File: config.mk
export PLATFORM = sky130hd
export DESIGN_NAME = cycle_counter_timeline_flat
export DESIGN_NICKNAME = d
export VERILOG_FILES = /design/src/rtl/core/cct_pkg.sv /design/src/rtl/core/cct_in_if.sv /design/src/rtl/core/cct_out_if.sv /design/src/rtl/core/cct_div.sv /design/src/rtl/core/cycle_counter_timeline.sv /design/src/flat_wrapper.sv
export SDC_FILE = /design/constraint.sdc
export NUM_CORES = 1
export LEC_CHECK = 0
export ABC_AREA = 1
export BUFFER_PORTS_ARGS = -buffer_cell sky130_fd_sc_hd__buf_2
export CORE_UTILIZATION = 60
export DETAILED_ROUTE_END_ITERATION = 10
export GPL_ROUTABILITY_DRIVEN = 0
export GPL_TIMING_DRIVEN = 1
export HOLD_SLACK_MARGIN = 0.08
export PLACE_DENSITY = 0.8
export SLEW_MARGIN = 30
export SYNTH_ARGS = -nofsm -noshare
export SYNTH_HDL_FRONTEND = slang
export SYNTH_SLANG_ARGS = --single-unit
File: constraint.sdc
create_clock -name i_clk -period 7.5 [get_ports i_clk]
set_input_delay 1.5 -clock i_clk [delete_from_list [all_inputs] [get_ports i_clk]]
set_output_delay 1.5 -clock i_clk [all_outputs]
set_load 0.01 [all_outputs]
File: src/rtl/core/cct_pkg.sv
package cct_pkg;

    localparam int CCT_SAMPLE_BITS = 32;
    localparam int CCT_TOTAL_W     = 64;
    // Widest divisor is 1023 * 10^6, which stays below 2^30.
    localparam int CCT_DIV_W       = 30;
    // Seconds quotient is below 2^(SAMPLE_BITS + 13) since the divisor is at least 10^6.
    localparam int CCT_SEC_STEPS   = CCT_SAMPLE_BITS + 13;
    // Millisecond and microsecond quotients are below 1024.
    localparam int CCT_FRAC_STEPS  = 10;
    localparam int CCT_CNT_W       = $clog2(CCT_SEC_STEPS + 1);
    localparam int CCT_IDX_W       = 2;
    localparam int CCT_MHZ_W       = 10;
    localparam int CCT_MS_DIV_W    = 20;

    localparam logic [31:0] CCT_SAMPLE_MASK =
        32'((64'd1 << CCT_SAMPLE_BITS) - 64'd1);
    localparam logic [19:0] CCT_HZ_PER_MHZ  = 20'd1000000;
    localparam logic [9:0]  CCT_KHZ_PER_MHZ = 10'd1000;

    localparam logic [CCT_IDX_W-1:0] CCT_REG_ENABLE = 2'd0;
    localparam logic [CCT_IDX_W-1:0] CCT_REG_CLOCK  = 2'd1;

    typedef enum logic [4:0] {
        ST_IDLE = 5'b00001,
        ST_SEC  = 5'b00010,
        ST_MSEC = 5'b00100,
        ST_USEC = 5'b01000,
        ST_HOLD = 5'b10000
    } t_state;

    typedef struct packed {
        logic                   start;
        logic [CCT_DIV_W-1:0]   init_rem;
        logic [CCT_TOTAL_W-1:0] init_quo;
        logic [CCT_DIV_W-1:0]   divisor;
        logic [CCT_CNT_W-1:0]   steps;
    } t_div_cmd;

    typedef struct packed {
        logic                   done;
        logic [CCT_TOTAL_W-1:0] quo;
        logic [CCT_DIV_W-1:0]   rem;
    } t_div_stat;

endpackage

File: src/rtl/core/cct_in_if.sv
interface cct_in_if;
    logic        valid;
    logic        ready;
    logic [31:0] cycle_count;

    modport source (output valid, output cycle_count, input ready);
    modport sink   (input valid, input cycle_count, output ready);
endinterface

File: src/rtl/core/cct_out_if.sv
interface cct_out_if;
    logic        valid;
    logic        ready;
    logic [63:0] ext_cycles;
    logic [31:0] seconds;
    logic [9:0]  milliseconds;
    logic [9:0]  microseconds;

    modport source (output valid, output ext_cycles, output seconds,
                    output milliseconds, output microseconds, input ready);
    modport sink   (input valid, input ext_cycles, input seconds,
                    input milliseconds, input microseconds, output ready);
endinterface

File: src/rtl/core/cct_div.sv
module cct_div (
    input  logic               i_clk,
    input  logic               i_rst_n,
    input  cct_pkg::t_div_cmd  i_cmd,
    output cct_pkg::t_div_stat o_stat
);
    import cct_pkg::*;

    logic [CCT_DIV_W-1:0]   r_rem, n_rem;
    logic [CCT_TOTAL_W-1:0] r_quo, n_quo;
    logic [CCT_DIV_W-1:0]   r_div, n_div;
    logic [CCT_CNT_W-1:0]   r_cnt, n_cnt;
    logic                   r_busy, n_busy;
    logic                   r_done, n_done;

    logic [CCT_DIV_W:0] w_trial;
    logic [CCT_DIV_W:0] w_diff;
    logic               w_ge;

    // One restoring step: bring down the next dividend bit and try a subtract.
    assign w_trial = {r_rem, r_quo[CCT_TOTAL_W-1]};
    assign w_ge    = (w_trial >= {1'b0, r_div});
    assign w_diff  = w_trial - {1'b0, r_div};

    always_comb begin
        n_rem  = r_rem;
        n_quo  = r_quo;
        n_div  = r_div;
        n_cnt  = r_cnt;
        n_busy = r_busy;
        n_done = 1'b0;
        if (i_cmd.start) begin
            n_rem  = i_cmd.init_rem;
            n_quo  = i_cmd.init_quo;
            n_div  = i_cmd.divisor;
            n_cnt  = i_cmd.steps;
            n_busy = 1'b1;
        end else if (r_busy) begin
            n_rem = w_ge ? w_diff[CCT_DIV_W-1:0] : w_trial[CCT_DIV_W-1:0];
            n_quo = {r_quo[CCT_TOTAL_W-2:0], w_ge};
            n_cnt = r_cnt - CCT_CNT_W'(1);
            if (r_cnt == CCT_CNT_W'(1)) begin
                n_busy = 1'b0;
                n_done = 1'b1;
            end
        end
    end

    always_ff @(posedge i_clk) begin
        if (!i_rst_n) begin
            r_busy <= 1'b0;
            r_done <= 1'b0;
            r_cnt  <= '0;
        end else begin
            r_busy <= n_busy;
            r_done <= n_done;
            r_cnt  <= n_cnt;
        end
    end

    always_ff @(posedge i_clk) begin
        r_rem <= n_rem;
        r_quo <= n_quo;
        r_div <= n_div;
    end

    assign o_stat.done = r_done;
    assign o_stat.quo  = r_quo;
    assign o_stat.rem  = r_rem;

endmodule

File: src/rtl/core/cycle_counter_timeline.sv
// Extends samples of a wrapping cycle counter to a 64-bit count and splits it
// into seconds, milliseconds and microseconds at the configured clock. One
// shared bit-serial divider does three divisions in turn: 45 steps for the
// seconds (SAMPLE_BITS + 13 in general) and 10 steps each for milliseconds and
// microseconds. A new sample is taken only once the previous one has been
// through all three divisions and its result is in the output register, so
// a result waiting there holds off the next sample. While idle and disabled,
// samples are taken at one per cycle and dropped. Configuration writes take
// effect at once and do not clear the wrap count or the last sample.
module cycle_counter_timeline (
    input  logic                          i_clk,
    input  logic                          i_rst_n,
    input  logic                          i_cfg_we,
    input  logic [cct_pkg::CCT_IDX_W-1:0] i_cfg_idx,
    input  logic [cct_pkg::CCT_MHZ_W-1:0] i_cfg_data,
    cct_in_if.sink                        i_sample,
    cct_out_if.source                     o_result
);
    import cct_pkg::*;

    t_state                 r_state, n_state;
    logic                   r_enable;
    logic [CCT_MHZ_W-1:0]   r_clock_mhz;
    logic [31:0]            r_wrap, n_wrap;
    logic [31:0]            r_last, n_last;
    logic [CCT_TOTAL_W-1:0] r_total, n_total;
    logic [31:0]            r_secs, n_secs;
    logic [9:0]             r_msec, n_msec;
    logic                   r_out_valid, n_out_valid;
    logic [CCT_TOTAL_W-1:0] r_out_total;
    logic [31:0]            r_out_secs;
    logic [9:0]             r_out_ms;
    logic [9:0]             r_out_us;

    logic [CCT_MHZ_W-1:0]    w_mhz;
    logic [CCT_DIV_W-1:0]    w_hz;
    logic [CCT_MS_DIV_W-1:0] w_per_ms;
    logic [31:0]             w_sample;
    logic [31:0]             w_wrap_upd;
    logic [CCT_TOTAL_W-1:0]  w_total;
    logic                    w_take;
    logic                    w_out_free;
    logic                    w_load;
    t_div_cmd                w_cmd;
    t_div_stat               w_stat;

    cct_div u_div (
        .i_clk   (i_clk),
        .i_rst_n (i_rst_n),
        .i_cmd   (w_cmd),
        .o_stat  (w_stat)
    );

    // A zero clock setting is run as 1 MHz so no divisor is ever zero.
    assign w_mhz    = (r_clock_mhz == '0) ? CCT_MHZ_W'(1) : r_clock_mhz;
    assign w_hz     = CCT_DIV_W'(w_mhz * CCT_HZ_PER_MHZ);
    assign w_per_ms = CCT_MS_DIV_W'(w_mhz * CCT_KHZ_PER_MHZ);

    assign i_sample.ready = (r_state == ST_IDLE);
    assign w_take         = i_sample.valid && i_sample.ready;

    assign w_sample   = i_sample.cycle_count & CCT_SAMPLE_MASK;
    assign w_wrap_upd = (w_sample < r_last) ? r_wrap + 32'd1 : r_wrap;
    // The sample lies below 2^SAMPLE_BITS, so OR is the same as the add.
    assign w_total    = ({32'b0, w_wrap_upd} << CCT_SAMPLE_BITS) | {32'b0, w_sample};

    assign w_out_free = !r_out_valid || o_result.ready;

    always_comb begin
        n_state = r_state;
        n_wrap  = r_wrap;
        n_last  = r_last;
        n_total = r_total;
        n_secs  = r_secs;
        n_msec  = r_msec;
        w_load  = 1'b0;
        w_cmd   = '0;
        unique case (r_state)
            ST_IDLE: begin
                if (w_take && r_enable) begin
                    n_wrap         = w_wrap_upd;
                    n_last         = w_sample;
                    n_total        = w_total;
                    w_cmd.start    = 1'b1;
                    w_cmd.init_rem = CCT_DIV_W'(w_total >> CCT_SEC_STEPS);
                    w_cmd.init_quo = w_total << (CCT_TOTAL_W - CCT_SEC_STEPS);
                    w_cmd.divisor  = w_hz;
                    w_cmd.steps    = CCT_CNT_W'(CCT_SEC_STEPS);
                    n_state        = ST_SEC;
                end
            end
            ST_SEC: begin
                if (w_stat.done) begin
                    n_secs         = w_stat.quo[31:0];
                    w_cmd.start    = 1'b1;
                    w_cmd.init_rem = w_stat.rem >> CCT_FRAC_STEPS;
                    w_cmd.init_quo = {w_stat.rem[CCT_FRAC_STEPS-1:0],
                                      (CCT_TOTAL_W - CCT_FRAC_STEPS)'(0)};
                    w_cmd.divisor  = CCT_DIV_W'(w_per_ms);
                    w_cmd.steps    = CCT_CNT_W'(CCT_FRAC_STEPS);
                    n_state        = ST_MSEC;
                end
            end
            ST_MSEC: begin
                if (w_stat.done) begin
                    n_msec         = w_stat.quo[9:0];
                    w_cmd.start    = 1'b1;
                    w_cmd.init_rem = w_stat.rem >> CCT_FRAC_STEPS;
                    w_cmd.init_quo = {w_stat.rem[CCT_FRAC_STEPS-1:0],
                                      (CCT_TOTAL_W - CCT_FRAC_STEPS)'(0)};
                    w_cmd.divisor  = CCT_DIV_W'(w_mhz);
                    w_cmd.steps    = CCT_CNT_W'(CCT_FRAC_STEPS);
                    n_state        = ST_USEC;
                end
            end
            ST_USEC: begin
                if (w_stat.done) begin
                    if (w_out_free) begin
                        w_load  = 1'b1;
                        n_state = ST_IDLE;
                    end else begin
                        n_state = ST_HOLD;
                    end
                end
            end
            ST_HOLD: begin
                // The divider keeps its last quotient until the next start.
                if (w_out_free) begin
                    w_load  = 1'b1;
                    n_state = ST_IDLE;
                end
            end
            default: begin
                n_state = ST_IDLE;
            end
        endcase
    end

    always_comb begin
        n_out_valid = r_out_valid;
        if (w_load) begin
            n_out_valid = 1'b1;
        end else if (o_result.ready) begin
            n_out_valid = 1'b0;
        end
    end

    always_ff @(posedge i_clk) begin
        if (!i_rst_n) begin
            r_state     <= ST_IDLE;
            r_enable    <= 1'b0;
            r_clock_mhz <= CCT_MHZ_W'(72);
            r_wrap      <= '0;
            r_last      <= '0;
            r_out_valid <= 1'b0;
        end else begin
            r_state     <= n_state;
            r_wrap      <= n_wrap;
            r_last      <= n_last;
            r_out_valid <= n_out_valid;
            if (i_cfg_we) begin
                unique case (i_cfg_idx)
                    CCT_REG_ENABLE: r_enable    <= i_cfg_data[0];
                    CCT_REG_CLOCK:  r_clock_mhz <= i_cfg_data;
                    default: ;
                endcase
            end
        end
    end

    always_ff @(posedge i_clk) begin
        r_total <= n_total;
        r_secs  <= n_secs;
        r_msec  <= n_msec;
        if (w_load) begin
            r_out_total <= r_total;
            r_out_secs  <= r_secs;
            r_out_ms    <= r_msec;
            r_out_us    <= w_stat.quo[9:0];
        end
    end

    assign o_result.valid        = r_out_valid;
    assign o_result.ext_cycles   = r_out_total;
    assign o_result.seconds      = r_out_secs;
    assign o_result.milliseconds = r_out_ms;
    assign o_result.microseconds = r_out_us;

endmodule

File: src/flat_wrapper.sv
// flat-port wrapper written by rule: the top's interface ports become plain ports
module cycle_counter_timeline_flat import cct_pkg::*;
  (i_clk, i_rst_n, i_cfg_we, i_cfg_idx, i_cfg_data, i_sample_valid, i_sample_cycle_count, i_sample_ready, o_result_valid, o_result_ext_cycles, o_result_seconds, o_result_milliseconds, o_result_microseconds, o_result_ready);
  cct_in_if i_sample_i ();
  cct_out_if o_result_i ();
  input  logic i_clk;
  input  logic i_rst_n;
  input  logic i_cfg_we;
  input  logic [cct_pkg::CCT_IDX_W-1:0] i_cfg_idx;
  input  logic [cct_pkg::CCT_MHZ_W-1:0] i_cfg_data;
  input wire logic [$bits(i_sample_i.valid)-1:0] i_sample_valid;
  input wire logic [$bits(i_sample_i.cycle_count)-1:0] i_sample_cycle_count;
  output wire logic [$bits(i_sample_i.ready)-1:0] i_sample_ready;
  output wire logic [$bits(o_result_i.valid)-1:0] o_result_valid;
  output wire logic [$bits(o_result_i.ext_cycles)-1:0] o_result_ext_cycles;
  output wire logic [$bits(o_result_i.seconds)-1:0] o_result_seconds;
  output wire logic [$bits(o_result_i.milliseconds)-1:0] o_result_milliseconds;
  output wire logic [$bits(o_result_i.microseconds)-1:0] o_result_microseconds;
  input wire logic [$bits(o_result_i.ready)-1:0] o_result_ready;
  assign i_sample_i.valid = i_sample_valid;
  assign i_sample_i.cycle_count = i_sample_cycle_count;
  assign i_sample_ready = i_sample_i.ready;
  assign o_result_valid = o_result_i.valid;
  assign o_result_ext_cycles = o_result_i.ext_cycles;
  assign o_result_seconds = o_result_i.seconds;
  assign o_result_milliseconds = o_result_i.milliseconds;
  assign o_result_microseconds = o_result_i.microseconds;
  assign o_result_i.ready = o_result_ready;
  cycle_counter_timeline u_core (.i_clk(i_clk), .i_rst_n(i_rst_n), .i_cfg_we(i_cfg_we), .i_cfg_idx(i_cfg_idx), .i_cfg_data(i_cfg_data), .i_sample(i_sample_i), .o_result(o_result_i));
endmodule
==> flow_summary.json <==
{
  "status": "complete, no violations",
  "crit_path_end_kind": "register",
  "worst-path-buf-inv": 4,
  "syn_nets": 2693,
  "grt_pass1_vias": 16500,
  "max_freq_ghz": 0.171,
  "p_int_w": 0.00455,
  "tns_ps": 0,
  "crit_path_frequent_cell": "ha_1",
  "clk_latency_ps": 590,
  "totalPowerFinal_w": 0.00646,
  "areaGrowthSynthToFinish_pct": 12.3,
  "wl_met2_mm": 25.0,
  "cts_made_buffers": 44,
  "grt_overflow": 0,
  "wl_met3_mm": 4.37,
  "fillers": 2838,
  "nNetsFinal": 2865,
  "syn_area_um2": 23300,
  "drc": 0,
  "finalSetupViolations": 0,
  "htreeDepth": 2,
  "cts_sinks": 435,
  "maxCapViolations": 0,
  "fin_skew_ps": 32.7,
  "synth_cell_types": 45,
  "worstMarginPinSlew_ps": 921,
  "cp_top_family": "adder cells",
  "period_needed_ps": 5840,
  "power_frac_clock_pct": 34.1,
  "irDropWorstVdd_mv": 0.189,
  "ys_seq_area_share_pct": 52.3,
  "met1_length_mm": 21.6,
  "die_y_um": 199,
  "rsz0062_at_grt": "no",
  "grt_antenna_before_repair": 0,
  "synth_seq_cells": 435,
  "swShare_pct": 29.6,
  "root_buffer": "clkbuf_16",
  "p_comb_share_pct": 22.2,
  "p_per_area_nw_per_um2": 247,
  "drt_iter0_drc": 1807,
  "synth_edf_count": 346,
  "finalCritPeriodShare_pct": 77.9,
  "p_seq_share_pct": 43.7,
  "grt_max_degree": 78,
  "worstPathArrival_ps": 6260,
  "p_sw_w": 0.00191,
  "slew-limit-headroom_pct": 38.6,
  "start_util_pct": 61.4,
  "maxSlewViolCount": 0,
  "syn_avg_cell_area_um2": 9.64,
  "topRoutingLayerUsed": "met4",
  "synth_ff_type": "edfxtp_1",
  "port_buffers": 166,
  "drive_above_1_share_pct": 10.3,
  "worstSetupStartpointType": "register",
  "holdBufCountCts": 0,
  "antennaDiodeCount": 0,
  "clk_pin_slew_worst_paths_ps": 60,
  "ctsResizeCount": 0,
  "die_w_um": 199,
  "totalWireLength_mm": 52.9,
  "post-cts-setup-buffers": 0,
  "async_reset_ff_share_pct": 0,
  "path_cells": "inv_1, ha_1, nand2_1, nor2_1, nand2_1, clkinv_1, nor2_1, fa_1, ha_1, inv_1, fa_1, fa_1, inv_1, ha_1, ha_1, nand2_1, nor4_1, nand4_1, nand3_1, o21ai_0, a21oi_1",
  "grt_usage_pct": 26.9,
  "io_pins": 167,
  "vias_per_cell": 5.64,
  "vias": 17700,
  "hold_viol": 0,
  "coreArea_um2": 37900,
  "die_area_um2": 39600,
  "crit_path_max_incr_delay_ps": 720,
  "ant_nets": 0,
  "first_pass_iters": 7,
  "clockBufferDepth": 3,
  "cts_tree": "yes",
  "path_max_fanout": 9,
  "grt_pass1_wl_mm": 83.3,
  "rows": 71,
  "crit_type": "register to register",
  "yosysWarnings": 0,
  "dp_hpwl_mm": 37.8,
  "wl_per_cell_um": 16.9,
  "netlist_instances": 2417,
  "leakage_nw": 11.2,
  "cp.required_ps": 7920,
  "hold_path_class": "register to register",
  "slowest_stage": "nor2_1"
}
[cells in the final DEF, fill, tap and decap left out, types with 4 or more instances in the layout]
master	count
a21boi_0	5
a21o_1	4
a21oi_1	179
a22oi_1	11
a31oi_1	4
buf_2	166
buf_4	18
clkbuf_1	15
clkbuf_16	47
clkinv_2	7
dfxtp_1	89
edfxtp_1	346
fa_1	52
ha_1	175
inv_1	348
inv_2	4
nand2_1	533
nand3_1	152
nand3b_1	22
nand4_1	20
nor2_1	176
nor2_4	4
nor3_1	32
nor4_1	7
o211ai_1	7
o21a_1	6
o21ai_0	88
o21ai_1	5
o31ai_1	4
or2_2	4
xnor2_1	16
xor2_1	42
[synthesized netlist by cell type, types with 6 or more instances]
library cell	n	share of area (%)
buf_2	19	0.41
nand2_1	534	8.6
o211ai_1	7	0.23
inv_1	349	5.6
nor4_1	7	0.19
o21a_1	6	0.19
nor3_1	32	0.69
nand3_1	152	3.3
ha_1	175	9.4
a22oi_1	11	0.35
o21ai_0	88	1.9
dfxtp_1	89	7.6
fa_1	52	4.5
clkbuf_1	34	0.55
nor2_1	179	2.9
xnor2_1	16	0.60
a21oi_1	179	3.8
xor2_1	42	1.6
edfxtp_1	346	45
nand4_1	20	0.54
nand3b_1	22	0.71
[sequential cells by signal, indices dropped and copies added (netlist names), 32 cells and up]
signal,flops
u_core.r_secs,32
u_core.o_result.seconds,32
u_core.o_result.ext_cycles,64
u_core.r_total,64
u_core.r_last,32
u_core.r_wrap,32
u_core.u_div.r_quo,64
[power groups by stage]
stage	Combinational (W)	Sequential, W	Clock [W]
after floorplan	0.00101	0.00289	0
after global placement	0.00135	0.00287	0
after detailed placement	0.00139	0.00287	0
after CTS	0.00141	0.00282	0.00224
after global routing	0.00161	0.00283	0.00233
final	0.00143	0.00282	0.00221
[cell type report]
class | instances | area (um^2) | area share, %
Inverter | 354 | 1330 | 5.08
Timing Repair Buffer | 185 | 993 | 3.80
Clock inverter | 17 | 191 | 0.732
Sequential cell | 435 | 12200 | 46.5
Clock buffer | 64 | 1260 | 4.82
Tap cell | 511 | 639 | 2.44
Multi-Input combinational cell | 1569 | 9570 | 36.6
[final timing paths]
kind                               from                             end  slack [ps]  depth (start not counted)
hold reg to reg      u_core.r_total[12]  u_core.o_result.ext_cycles[12]         410                          0
setup reg to reg  u_core.r_clock_mhz[9]          u_core.u_div.r_div[27]        1660                         21
setup / recovery  u_core.r_clock_mhz[9]          u_core.u_div.r_div[27]        1660                         21
hold / removal       u_core.r_total[12]  u_core.o_result.ext_cycles[12]         410                          0
[metal layers]
metal	track usage [%]	up-vias
met5	0	-
met4	10.6	0
met3	4.82	165
met2	44.0	855
met1	35.6	8223
li1	-	8441
[metrics by stage]
step                setup WS (ps)  utilization, %  hold slack [ps]  std cells  instance area [um^2]
floorplan                     539               -              400       2417                 23300
global placement             1930            65.0              400       3053                 24700
detailed placement           1640            65.0              405       3053                 24700
CTS                          1620            68.9              415       3134                 26100
global route                 1330            68.9              419       3135                 26200
finish                       1660            68.9              414       3135                 26200
[cells by family (layout without fill, tap and decap cells)]
kind of cell             after synthesis  in the layout  synth area share [%]
AND/OR/NAND/NOR                      959            959                  17.3
flip-flops                           435            435                  52.3
buffers and inverters                413            620                  6.82
AO/OA/AOI/OAI                        325            325                  7.55
adder cells (fa/ha/maj)              227            227                  13.9
XOR/XNOR                              58             58                  2.18
Note: power is estimated with default switching activity, not from simulation.
